`config.mk`:
```
export PLATFORM = sky130hd
export DESIGN_NAME = triple_buffer_lease_protocol_top
export DESIGN_NICKNAME = d
export VERILOG_FILES = /design/src/rtl/tblp_pkg.sv /design/src/rtl/tblp_rsp_queue.sv /design/src/rtl/triple_buffer_lease_protocol_top.sv
export SDC_FILE = /design/constraint.sdc
export NUM_CORES = 2
export LEC_CHECK = 0
export BUFFER_PORTS_ARGS = -buffer_cell sky130_fd_sc_hd__buf_2
export CAP_MARGIN = 5
export CELL_PAD_IN_SITES_DETAIL_PLACEMENT = 0
export CELL_PAD_IN_SITES_GLOBAL_PLACEMENT = 1
export CORE_AREA = 2 2 248 495
export CTS_BUF_LIST = sky130_fd_sc_hd__clkbuf_8 sky130_fd_sc_hd__clkbuf_16
export CTS_CLUSTER_SIZE = 28
export DETAILED_ROUTE_END_ITERATION = 12
export DIE_AREA = 0 0 250 497
export PLACE_DENSITY_LB_ADDON = 0.1
export SLEW_MARGIN = 5
export SYNTH_ARGS = -nofsm -noshare
export SYNTH_HDL_FRONTEND = slang
export SYNTH_SLANG_ARGS = --single-unit
```
`constraint.sdc`:
```
create_clock -name clock -period 37.4 [get_ports clock]
set_input_delay 11.22 -clock clock [delete_from_list [all_inputs] [get_ports clock]]
set_output_delay 11.22 -clock clock [all_outputs]
set_load 0.01 [all_outputs]
```
`src/rtl/tblp_pkg.sv`:
```
`timescale 1ns / 1ps
`default_nettype none

package tblp_pkg;

   localparam int unsigned NUM_SLOTS = 3;
   localparam int unsigned SLOT_W    = $clog2(NUM_SLOTS);

   localparam logic [31:0] MAGIC_RESET = 32'h434c_4e31;
   localparam logic [63:0] LANE_MAX    = 64'd15;

   localparam logic [1:0] OP_PUBLISH = 2'd0;
   localparam logic [1:0] OP_PACKET  = 2'd1;
   localparam logic [1:0] OP_CONNECT = 2'd2;
   localparam logic [1:0] OP_CLOSE   = 2'd3;

   localparam logic [31:0] PKT_REQUEST = 32'd1;
   localparam logic [31:0] PKT_RELEASE = 32'd2;
   localparam logic [31:0] PKT_TAP     = 32'd3;
   localparam logic [31:0] PKT_START   = 32'd4;
   localparam logic [31:0] PKT_STOP    = 32'd5;

   localparam logic [2:0] KIND_WRITTEN    = 3'd0;
   localparam logic [2:0] KIND_REPLY      = 3'd1;
   localparam logic [2:0] KIND_TAP        = 3'd2;
   localparam logic [2:0] KIND_START      = 3'd3;
   localparam logic [2:0] KIND_STOP       = 3'd4;
   localparam logic [2:0] KIND_ERROR      = 3'd5;
   localparam logic [2:0] KIND_DISCONNECT = 3'd6;

   localparam logic [2:0] ERR_MAGIC   = 3'd0;
   localparam logic [2:0] ERR_RELEASE = 3'd1;
   localparam logic [2:0] ERR_EXTRA   = 3'd2;
   localparam logic [2:0] ERR_REQUEST = 3'd3;
   localparam logic [2:0] ERR_LANE    = 3'd4;
   localparam logic [2:0] ERR_PAYLOAD = 3'd5;
   localparam logic [2:0] ERR_UNKNOWN = 3'd6;
   localparam logic [2:0] ERR_SIZE    = 3'd7;

   localparam int unsigned QUEUE_DEPTH = 4;
   localparam int unsigned QUEUE_PTR_W = $clog2(QUEUE_DEPTH);
   localparam int unsigned QUEUE_CNT_W = $clog2(QUEUE_DEPTH + 1);

   typedef struct packed {
      logic [2:0]  kind;
      logic [1:0]  slot;
      logic [63:0] sequence_res;
      logic [3:0]  lane;
      logic [2:0]  error_code;
      logic [63:0] event_time;
      logic        last;
   } rsp_type;

   function automatic logic [SLOT_W-1:0] slot_step(input logic [SLOT_W-1:0] s);
      if (s == SLOT_W'(NUM_SLOTS - 1)) begin
         return '0;
      end
      return s + SLOT_W'(1);
   endfunction

endpackage

`default_nettype wire

```
`src/rtl/tblp_rsp_queue.sv`:
```
`timescale 1ns / 1ps
`default_nettype none

module tblp_rsp_queue
   import tblp_pkg::*;
(
   input  wire logic       clock,
   input  wire logic       reset,
   input  wire logic [1:0] push_count,
   input  wire rsp_type    push_data0,
   input  wire rsp_type    push_data1,
   output logic            room,
   output logic            out_valid,
   output rsp_type         out_data,
   input  wire logic       out_stall
);

   rsp_type                entry_ff [QUEUE_DEPTH];
   logic [QUEUE_PTR_W-1:0] wr_ptr_ff;
   logic [QUEUE_PTR_W-1:0] rd_ptr_ff;
   logic [QUEUE_CNT_W-1:0] count_ff;
   logic [QUEUE_PTR_W-1:0] wr_ptr_in;
   logic [QUEUE_PTR_W-1:0] rd_ptr_in;
   logic [QUEUE_CNT_W-1:0] count_in;
   logic                   pop;

   assign out_valid = (count_ff != '0);
   assign out_data  = entry_ff[rd_ptr_ff];
   assign room      = (count_ff <= QUEUE_CNT_W'(QUEUE_DEPTH - 2));
   assign pop       = out_valid && !out_stall;

   always_comb begin
      wr_ptr_in = wr_ptr_ff + QUEUE_PTR_W'(push_count);
      rd_ptr_in = rd_ptr_ff + QUEUE_PTR_W'(pop);
      count_in  = count_ff + QUEUE_CNT_W'(push_count) - QUEUE_CNT_W'(pop);
   end

   always_ff @(posedge clock) begin
      if (reset) begin
         wr_ptr_ff <= '0;
         rd_ptr_ff <= '0;
         count_ff  <= '0;
      end else begin
         wr_ptr_ff <= wr_ptr_in;
         rd_ptr_ff <= rd_ptr_in;
         count_ff  <= count_in;
      end
   end

   always_ff @(posedge clock) begin
      if (push_count != 2'd0) begin
         entry_ff[wr_ptr_ff] <= push_data0;
      end
      if (push_count == 2'd2) begin
         entry_ff[wr_ptr_ff + QUEUE_PTR_W'(1)] <= push_data1;
      end
   end

endmodule

`default_nettype wire

```
`src/rtl/triple_buffer_lease_protocol_top.sv`:
```
`timescale 1ns / 1ps
`default_nettype none

// Channel   Direction  Handshake                 Payload
// req_      in         req_valid / req_stall     operation, packet fields, size_ok, time_ns
// rsp_      out        rsp_valid / rsp_stall     kind, slot, sequence_res, lane, error_code,
//                                                event_time, last
// csr_      in         csr_write_enable          csr_write_data (magic word)
//
// Each transaction is registered on acceptance and processed from the input register once
// the queue has room, when its zero, one or two results enter a four-entry output queue;
// results are offered from the queue's registers, not combinationally.
// One transaction per cycle while the queue has room for two results; one result
// leaves per cycle while rsp_stall is low. Reset is synchronous; the input
// register stalls while the queue has room for fewer than two results.

module triple_buffer_lease_protocol_top
   import tblp_pkg::*;
(
   input  wire logic        clock,
   input  wire logic        reset,
   input  wire logic        csr_write_enable,
   input  wire logic [31:0] csr_write_data,
   input  wire logic        req_valid,
   output logic             req_stall,
   input  wire logic [1:0]  req_operation,
   input  wire logic [31:0] req_packet_magic,
   input  wire logic [31:0] req_packet_code,
   input  wire logic [63:0] req_packet_value,
   input  wire logic [63:0] req_packet_extra,
   input  wire logic        req_size_ok,
   input  wire logic [63:0] req_time_ns,
   output logic             rsp_valid,
   input  wire logic        rsp_stall,
   output logic [2:0]       rsp_kind,
   output logic [1:0]       rsp_slot,
   output logic [63:0]      rsp_sequence_res,
   output logic [3:0]       rsp_lane,
   output logic [2:0]       rsp_error_code,
   output logic [63:0]      rsp_event_time,
   output logic             rsp_last
);

   logic [31:0]       magic_ff;

   logic              in_valid_ff;
   logic [1:0]        op_ff;
   logic [31:0]       magic_in_ff;
   logic [31:0]       code_ff;
   logic [63:0]       value_ff;
   logic [63:0]       extra_ff;
   logic              size_ok_ff;
   logic [63:0]       time_ff;

   logic [63:0]       counter_ff;
   logic [SLOT_W-1:0] newest_slot_ff;
   logic              newest_valid_ff;
   logic [SLOT_W-1:0] lease_slot_ff;
   logic              lease_valid_ff;
   logic [63:0]       lease_stamp_ff;
   logic [63:0]       wanted_ff;
   logic              pending_ff;
   logic              present_ff;

   logic [63:0]       counter_in;
   logic [SLOT_W-1:0] newest_slot_in;
   logic              newest_valid_in;
   logic [SLOT_W-1:0] lease_slot_in;
   logic              lease_valid_in;
   logic [63:0]       lease_stamp_in;
   logic [63:0]       wanted_in;
   logic              pending_in;
   logic              present_in;

   logic              room;
   logic              advance;
   logic              load;
   logic              drop;
   logic [2:0]        drop_kind;
   logic [2:0]        drop_err;
   logic              check_answer;
   logic [SLOT_W-1:0] pick;
   logic              r0_valid;
   logic              r1_valid;
   rsp_type           r0;
   rsp_type           r1;
   rsp_type           push0;
   logic [1:0]        push_count;
   rsp_type           out_data;

   assign advance   = in_valid_ff && room;
   assign req_stall = in_valid_ff && !room;
   assign load      = req_valid && !req_stall;

   always_ff @(posedge clock) begin
      if (reset) begin
         magic_ff    <= MAGIC_RESET;
         in_valid_ff <= 1'b0;
      end else begin
         if (csr_write_enable) begin
            magic_ff <= csr_write_data;
         end
         if (load) begin
            in_valid_ff <= 1'b1;
         end else if (advance) begin
            in_valid_ff <= 1'b0;
         end
      end
   end

   always_ff @(posedge clock) begin
      if (load) begin
         op_ff       <= req_operation;
         magic_in_ff <= req_packet_magic;
         code_ff     <= req_packet_code;
         value_ff    <= req_packet_value;
         extra_ff    <= req_packet_extra;
         size_ok_ff  <= req_size_ok;
         time_ff     <= req_time_ns;
      end
   end

   always_comb begin
      counter_in      = counter_ff;
      newest_slot_in  = newest_slot_ff;
      newest_valid_in = newest_valid_ff;
      lease_slot_in   = lease_slot_ff;
      lease_valid_in  = lease_valid_ff;
      lease_stamp_in  = lease_stamp_ff;
      wanted_in       = wanted_ff;
      pending_in      = pending_ff;
      present_in      = present_ff;
      drop            = 1'b0;
      drop_kind       = KIND_ERROR;
      drop_err        = ERR_MAGIC;
      check_answer    = 1'b0;
      r0_valid        = 1'b0;
      r1_valid        = 1'b0;
      r0              = '0;
      r1              = '0;
      r0.event_time   = time_ff;
      r1.event_time   = time_ff;
      pick            = newest_valid_ff ? slot_step(newest_slot_ff) : '0;
      if (lease_valid_ff && pick == lease_slot_ff) begin
         pick = slot_step(pick);
      end

      case (op_ff)
         OP_PUBLISH: begin
            newest_slot_in  = pick;
            newest_valid_in = 1'b1;
            counter_in      = counter_ff + 64'd1;
            r0_valid        = 1'b1;
            r0.kind         = KIND_WRITTEN;
            r0.slot         = 2'(pick);
            r0.sequence_res = counter_in;
            check_answer    = 1'b1;
         end
         OP_PACKET: begin
            if (present_ff) begin
               check_answer = 1'b1;
               if (!size_ok_ff) begin
                  drop     = 1'b1;
                  drop_err = ERR_SIZE;
               end else if (magic_in_ff != magic_ff) begin
                  drop     = 1'b1;
                  drop_err = ERR_MAGIC;
               end else if (code_ff == PKT_RELEASE) begin
                  if (!lease_valid_ff || value_ff != lease_stamp_ff
                      || extra_ff != 64'(lease_slot_ff)) begin
                     drop     = 1'b1;
                     drop_err = ERR_RELEASE;
                  end else begin
                     lease_valid_in = 1'b0;
                     lease_slot_in  = '0;
                     lease_stamp_in = '0;
                  end
               end else if (extra_ff != 64'd0) begin
                  drop     = 1'b1;
                  drop_err = ERR_EXTRA;
               end else begin
                  case (code_ff)
                     PKT_REQUEST: begin
                        if (pending_ff || lease_valid_ff || value_ff > counter_ff) begin
                           drop     = 1'b1;
                           drop_err = ERR_REQUEST;
                        end else begin
                           pending_in = 1'b1;
                           wanted_in  = value_ff;
                        end
                     end
                     PKT_TAP: begin
                        if (value_ff > LANE_MAX) begin
                           drop     = 1'b1;
                           drop_err = ERR_LANE;
                        end else begin
                           r0_valid = 1'b1;
                           r0.kind  = KIND_TAP;
                           r0.lane  = value_ff[3:0];
                        end
                     end
                     PKT_START, PKT_STOP: begin
                        if (value_ff != 64'd0) begin
                           drop     = 1'b1;
                           drop_err = ERR_PAYLOAD;
                        end else begin
                           r0_valid = 1'b1;
                           r0.kind  = (code_ff == PKT_START) ? KIND_START : KIND_STOP;
                        end
                     end
                     default: begin
                        drop     = 1'b1;
                        drop_err = ERR_UNKNOWN;
                     end
                  endcase
               end
            end
         end
         OP_CONNECT: begin
            present_in = 1'b1;
         end
         default: begin
            if (present_ff) begin
               drop      = 1'b1;
               drop_kind = KIND_DISCONNECT;
               drop_err  = ERR_MAGIC;
            end
         end
      endcase

      if (drop) begin
         present_in     = 1'b0;
         lease_valid_in = 1'b0;
         lease_slot_in  = '0;
         lease_stamp_in = '0;
         pending_in     = 1'b0;
         r0_valid       = 1'b1;
         r0.kind        = drop_kind;
         r0.error_code  = (drop_kind == KIND_ERROR) ? drop_err : ERR_MAGIC;
      end

      if (check_answer && present_in && pending_in && newest_valid_in
          && counter_in > wanted_in) begin
         lease_slot_in   = newest_slot_in;
         lease_valid_in  = 1'b1;
         lease_stamp_in  = counter_in;
         pending_in      = 1'b0;
         r1_valid        = 1'b1;
         r1.kind         = KIND_REPLY;
         r1.slot         = 2'(newest_slot_in);
         r1.sequence_res = counter_in;
      end

      r0.last    = !r1_valid;
      r1.last    = 1'b1;
      push0      = r0_valid ? r0 : r1;
      push_count = advance ? (2'(r0_valid) + 2'(r1_valid)) : 2'd0;
   end

   always_ff @(posedge clock) begin
      if (reset) begin
         counter_ff      <= '0;
         newest_slot_ff  <= '0;
         newest_valid_ff <= 1'b0;
         lease_slot_ff   <= '0;
         lease_valid_ff  <= 1'b0;
         lease_stamp_ff  <= '0;
         wanted_ff       <= '0;
         pending_ff      <= 1'b0;
         present_ff      <= 1'b0;
      end else if (advance) begin
         counter_ff      <= counter_in;
         newest_slot_ff  <= newest_slot_in;
         newest_valid_ff <= newest_valid_in;
         lease_slot_ff   <= lease_slot_in;
         lease_valid_ff  <= lease_valid_in;
         lease_stamp_ff  <= lease_stamp_in;
         wanted_ff       <= wanted_in;
         pending_ff      <= pending_in;
         present_ff      <= present_in;
      end
   end

   tblp_rsp_queue u_rsp_queue (
      .clock      (clock),
      .reset      (reset),
      .push_count (push_count),
      .push_data0 (push0),
      .push_data1 (r1),
      .room       (room),
      .out_valid  (rsp_valid),
      .out_data   (out_data),
      .out_stall  (rsp_stall)
   );

   assign rsp_kind         = out_data.kind;
   assign rsp_slot         = out_data.slot;
   assign rsp_sequence_res = out_data.sequence_res;
   assign rsp_lane         = out_data.lane;
   assign rsp_error_code   = out_data.error_code;
   assign rsp_event_time   = out_data.event_time;
   assign rsp_last         = out_data.last;

endmodule

`default_nettype wire

```
* Yosys cells after proc, flatten, opt, wreduce, memory -nomap -nowiden
Memory sizes are Yosys's and may differ from the RTL's. A register that Yosys moved wholly into a read port is not among the register bits. Index checks and enable logic that the tools add are counted.
Cells by class: $add $sub $neg 9, magnitude comparators 4, equal/unequal tests 17, mux-type cells 125, reduce and logical (&&, ||, !) cells 32
Operators by type and width (number):
- $mux 64 | 17
- $mux 141 | 1
- $gt 64x64->1 | 2
- $reduce_bool 64->1 | 2
- $mux 67 | 1
- $mux 66 | 1
- $add 64x1->64 const B | 1
- $eq 32x2->1 const B | 2
- $eq 32x3->1 const B | 2
- $gt 64x4->1 const B | 1
- $ne 64x2->1 | 1
- $ne 64x64->1 | 1
- $mux 3 | 19
- $mux 1 | 50
- $mux 2 | 21
- $eq 32x1->1 const B | 1
- $mux 4 | 8
- $ne 32x32->1 | 1
- $reduce_bool 3->1 | 5
- $logic_and 1x1->1 | 9
- $pmux 3 s3 | 1
- $eq 2x2->1 const B | 4
- $pmux 1 s2 | 4
- $reduce_and 7->1 | 1
- 19 further kinds | 31
Word-level totals: register bits 499, RAM bits 564, input port bits 296, output and inout bits 143, word-level logic and storage cells 209, memories 1
Memory list:
- u_rsp_queue.entry_ff | words 4, bits a word 141, read ports 1, clocked after Yosys merged registers in 1, write ports 2, line tblp_rsp_queue.sv:18 | rsp_type entry_ff [QUEUE_DEPTH];

* Longest topological paths before layout
depth in word-level cells 21, mapped depth 36, mapped depth without buffers 29

* Hierarchy
From an unflattened synthesis, not the netlist that was laid out.
Second synthesis, totals: cell total of the unflattened synthesis 4054, area total of the unflattened synthesis 53652.7 µm²
By module, submodules not included:
- tblp_rsp_queue | times used 1, cells each 1414, area each 27426.3 µm², sequential area each 17076.4 µm²
- triple_buffer_lease_protocol_top | times used 1, cells each 2640, area each 26226.4 µm², sequential area each 12441.9 µm²

* Worst setup path after synthesis
No wires, ideal clock.
path type in2reg, start input port req_valid, end register code_ff[0] (enable), library setup time 0.911 ns, arrival time 22.364 ns, data required time 36.489 ns, slack 14.125 ns, stages 1, buffers on the path 0, cell sequence nor2b_1
Between the ends: longest elaborated chain between the ends 1
Ends and longest elaborated chain:
- start, declared | line triple_buffer_lease_protocol_top.sv:24 | input wire logic req_valid,
- $logic_and 1x1->1 | line triple_buffer_lease_protocol_top.sv:93 | assign load = req_valid && !req_stall;
- end signal, assigned | line triple_buffer_lease_protocol_top.sv:115 | code_ff <= req_packet_code;
- end, declared | line triple_buffer_lease_protocol_top.sv:49 | logic [31:0] code_ff;
No other way between the ends. A chain may end at the register's enable or synchronous reset.

==> impl_metrics.env <==
export IMPL_crit_fanout=48
export IMPL_status="finished clean"
export IMPL_worstRegToRegCells=27
export IMPL_worstSetupEndpointType="output pin"
export IMPL_grtUsageTotal_pct=23.9
export IMPL_fmax_mhz=66.9
export IMPL_cp_slowest_stage_delay_ps=840
export IMPL_setup_viol=0
export IMPL_dpl_hpwl_um=109000
export IMPL_yosys_top_cells_area="edfxtp_1, dfxtp_1, mux4_2, ha_1, xnor2_1"
export IMPL_drv_cap=0
export IMPL_wire_per_inst_um=25.6
export IMPL_die_x_um=250
export IMPL_cts_sinks=1063
export IMPL_area_growth_pct=15.5
export IMPL_gp_congestion=0.955
export IMPL_place_ws_ps=23040
export IMPL_min_from="u_rsp_queue.entry_ff[0][140]$_SDFFE_PP0P_"
export IMPL_hold_depth=2
export IMPL_grt_max_degree=91
export IMPL_synth_top_area_share_pct=49.0
export IMPL_rr_startpoint="value_ff[55]$_DFFE_PP_"
export IMPL_clock_skew_ps=30.0
export IMPL_worst_path_buf_inv=3
export IMPL_drv_slew=0
export IMPL_synth_warnings=0
export IMPL_yosysSeqAreaShare_pct=60.7
export IMPL_async_flop_share_pct=0
export IMPL_drtIter0Drc=1655
export IMPL_dieArea_um2=124000
export IMPL_ant_nets=0
export IMPL_clkTransAtPathRegs_ps=60
export IMPL_critPathMostFrequentCell="buf_4"
export IMPL_grt_first_pass_wirelength_um=219000
export IMPL_yosysUniqueCellTypes=70
export IMPL_hold_end="u_rsp_queue.entry_ff[0][140]$_SDFFE_PP0P_"
export IMPL_io_pins=439
export IMPL_cp_start_kind="flop"
export IMPL_syn_nets=4206
export IMPL_nets=4623
export IMPL_placementRows=180
export IMPL_cts_setup_buffers=0
export IMPL_ctsResizeCount=0
export IMPL_cp_slowest_cell="buf_4"
export IMPL_yosysTopAreaCell="edfxtp_1"
export IMPL_synth_enable_flop_cells=783
export IMPL_rsz0062_at_grt="false"
export IMPL_drt_vias_per_instance=5.45
export IMPL_p_per_area_nw_per_um2=51.2
export IMPL_drc_errors=0
export IMPL_synthCells=3772
export IMPL_grt_pass1_vias=32344
export IMPL_n_fill_cell=11107
export IMPL_yosys_most_used_dff="edfxtp_1"
export IMPL_peakVddDrop_mv=0.0443
export IMPL_synth_common_cells="edfxtp_1, nor2_1, dfxtp_1"
export IMPL_startpoint="u_rsp_queue.rd_ptr_ff[0]$_SDFF_PP0_"
export IMPL_yosysMostFrequentCell="edfxtp_1"
export IMPL_critPathKind="reg -> out"
export IMPL_hold_viol_final=0
export IMPL_r2r_end="u_rsp_queue.entry_ff[1][99]$_DFFE_PP_"
export IMPL_drive_gt1_share_pct=21.3
export IMPL_syn_area_um2=48000
export IMPL_cp_top_family="buffers and inverters"
export IMPL_crit_chain="buf_4 -> buf_4 -> mux4_2 -> buf_2"
export IMPL_grt_overflow=0
export IMPL_insertion_delay_ps=730
export IMPL_core_area_um2=120000
export IMPL_min_period_ps=14940
export IMPL_dieHeight_um=497
export IMPL_start_util_pct=39.9
export IMPL_fin_tns_setup_ps=0
export IMPL_avgSynthCellArea_um2=12.7
export IMPL_p_leak_uw=0.0195
export IMPL_cts_buffer_depth=3
export IMPL_fin_crit_sh_pct=40.0
export IMPL_postCtsHoldBufs=0
export IMPL_numPortBuffers=438
export IMPL_route_vias_total=31761
export IMPL_r2r_slack_ps=24670
export IMPL_setup_ws_ps=22460
export IMPL_cts_root_buffer="clkbuf_16"
export IMPL_drt_wl_total_um=149000
export IMPL_cts_tree="built"
export IMPL_slew_limit_headroom_pct=16.2
export IMPL_arrival_ps=3720
export IMPL_dr_pass1_iters=5
export IMPL_synth_seq_cells=1063
export IMPL_antenna_found_initial=12
export IMPL_worst_pin_slew_ps=1250
export IMPL_cp_required_ps=26180
export IMPL_cts_made_buffers=100
export IMPL_h_tree_depth=3
export IMPL_hold_path_class="reg -> reg"
## kinds of logic after synthesis
family | count (synthesis) | share of synthesized area, %
multiplexers | 225 | 8.38
XOR/XNOR | 189 | 3.45
flip-flops | 1063 | 60.7
adder cells (fa/ha/maj) | 138 | 3.62
AO/OA/AOI/OAI | 571 | 8.07
AND/OR/NAND/NOR | 1242 | 12.9
buffers and inverters | 344 | 2.91
## how the worst max path moves through the flow
stage / endpoint / slack (ps) / cells after the start
finish: rsp_event_time[17] / 22460 / 4
global route: rsp_event_time[17] / 22100 / 4
CTS: rsp_event_time[15] / 22260 / 4
detailed placement: rsp_event_time[15] / 23040 / 4
global placement: rsp_event_time[15] / 23120 / 4
floorplan: code_ff[0]$_DFFE_PP_ / 14130 / 1
## cell type report
| cell class | instances | area [µm²] | area share [%] |
|---|---|---|---|
| Clock inverter | 79 | 876 | 1.58 |
| Clock buffer | 107 | 2620 | 4.73 |
| Sequential cell | 1063 | 29100 | 52.6 |
| Antenna cell | 4 | 10.0 | 0.0181 |
| Tap cell | 1547 | 1940 | 3.49 |
| Inverter | 148 | 576 | 1.04 |
| Multi-Input combinational cell | 2365 | 17500 | 31.6 |
| Timing Repair Buffer | 511 | 2750 | 4.96 |
## report_power, final
group,switching [µW],internal [µW]
sequential,40.8,1310
combinational,220,173
clock,469,620
## worst reg2reg max path: cells and delay by family, from the launching register on
kind,cells,cell delay [ps]
buffers and inverters,4,2080
and+or+nand+nor,11,4810
adders and majority gates,3,1210
DFF,1,630
muxes,1,260
AOI/OAI and AO/OA,8,3450
## registers in the layout, summed over array words and instances, names as in the netlist, 2 cells and up
name                   count
code_ff                   32
u_rsp_queue.rd_ptr_ff      2
lease_stamp_ff            64
value_ff                  64
wanted_ff                 64
u_rsp_queue.wr_ptr_ff      2
op_ff                      2
magic_in_ff               32
counter_ff                64
u_rsp_queue.count_ff       3
time_ff                   64
u_rsp_queue.entry_ff     564
magic_ff                  32
newest_slot_ff             2
lease_slot_ff              2
extra_ff                  64
## routing by layer
layer  part of all wire [%]  GRT usage [%]  vias to the layer above
li1                       -              -                    14814
met1                     39           28.7                    15579
met2                     50           41.2                     1074
met3                    5.4           3.89                      274
met4                    5.6           12.6                       20
met5                  0.085              0                        -
## cell usage in the layout (no fill, tap or decap), types with 13 or more instances in the layout
cell,instances
clkinv_1,14
nand2b_1,22
o32ai_1,23
ha_1,137
dfxtp_1,278
and2_1,201
bufinv_16,16
xnor2_1,180
a211o_1,13
nor2b_1,89
nand4_1,90
edfxtp_1,783
mux4_2,141
mux2i_1,82
clkinv_2,17
a21o_1,20
inv_1,157
a22oi_1,18
a22o_1,15
a211oi_1,71
buf_4,73
nor4_1,62
nor3_1,47
nand3_1,54
a21oi_1,126
o22ai_1,78
or3_1,21
o21ai_2,62
nor2_1,390
o21ai_0,84
clkbuf_16,102
buf_2,437
nand2_1,222
## through the flow
| step | cell area (µm²) | total power (µW) | instances | hold slack (ps) | utilization (%) |
|---|---|---|---|---|---|
| 2_1_floorplan | 48000 | 1640 | 3772 | 420 | - |
| 3_3_place_gp | 51900 | 1780 | 5634 | 434 | 43.2 |
| 3_5_place_dp | 51900 | 1780 | 5634 | 443 | 43.2 |
| 4_1_cts | 55400 | 2880 | 5820 | 458 | 46.1 |
| 5_1_grt | 55400 | 2950 | 5821 | 485 | 46.1 |
| 6_report | 55400 | 2840 | 5824 | 458 | 46.1 |
No activity file was read; power rests on OpenSTA's default activity.
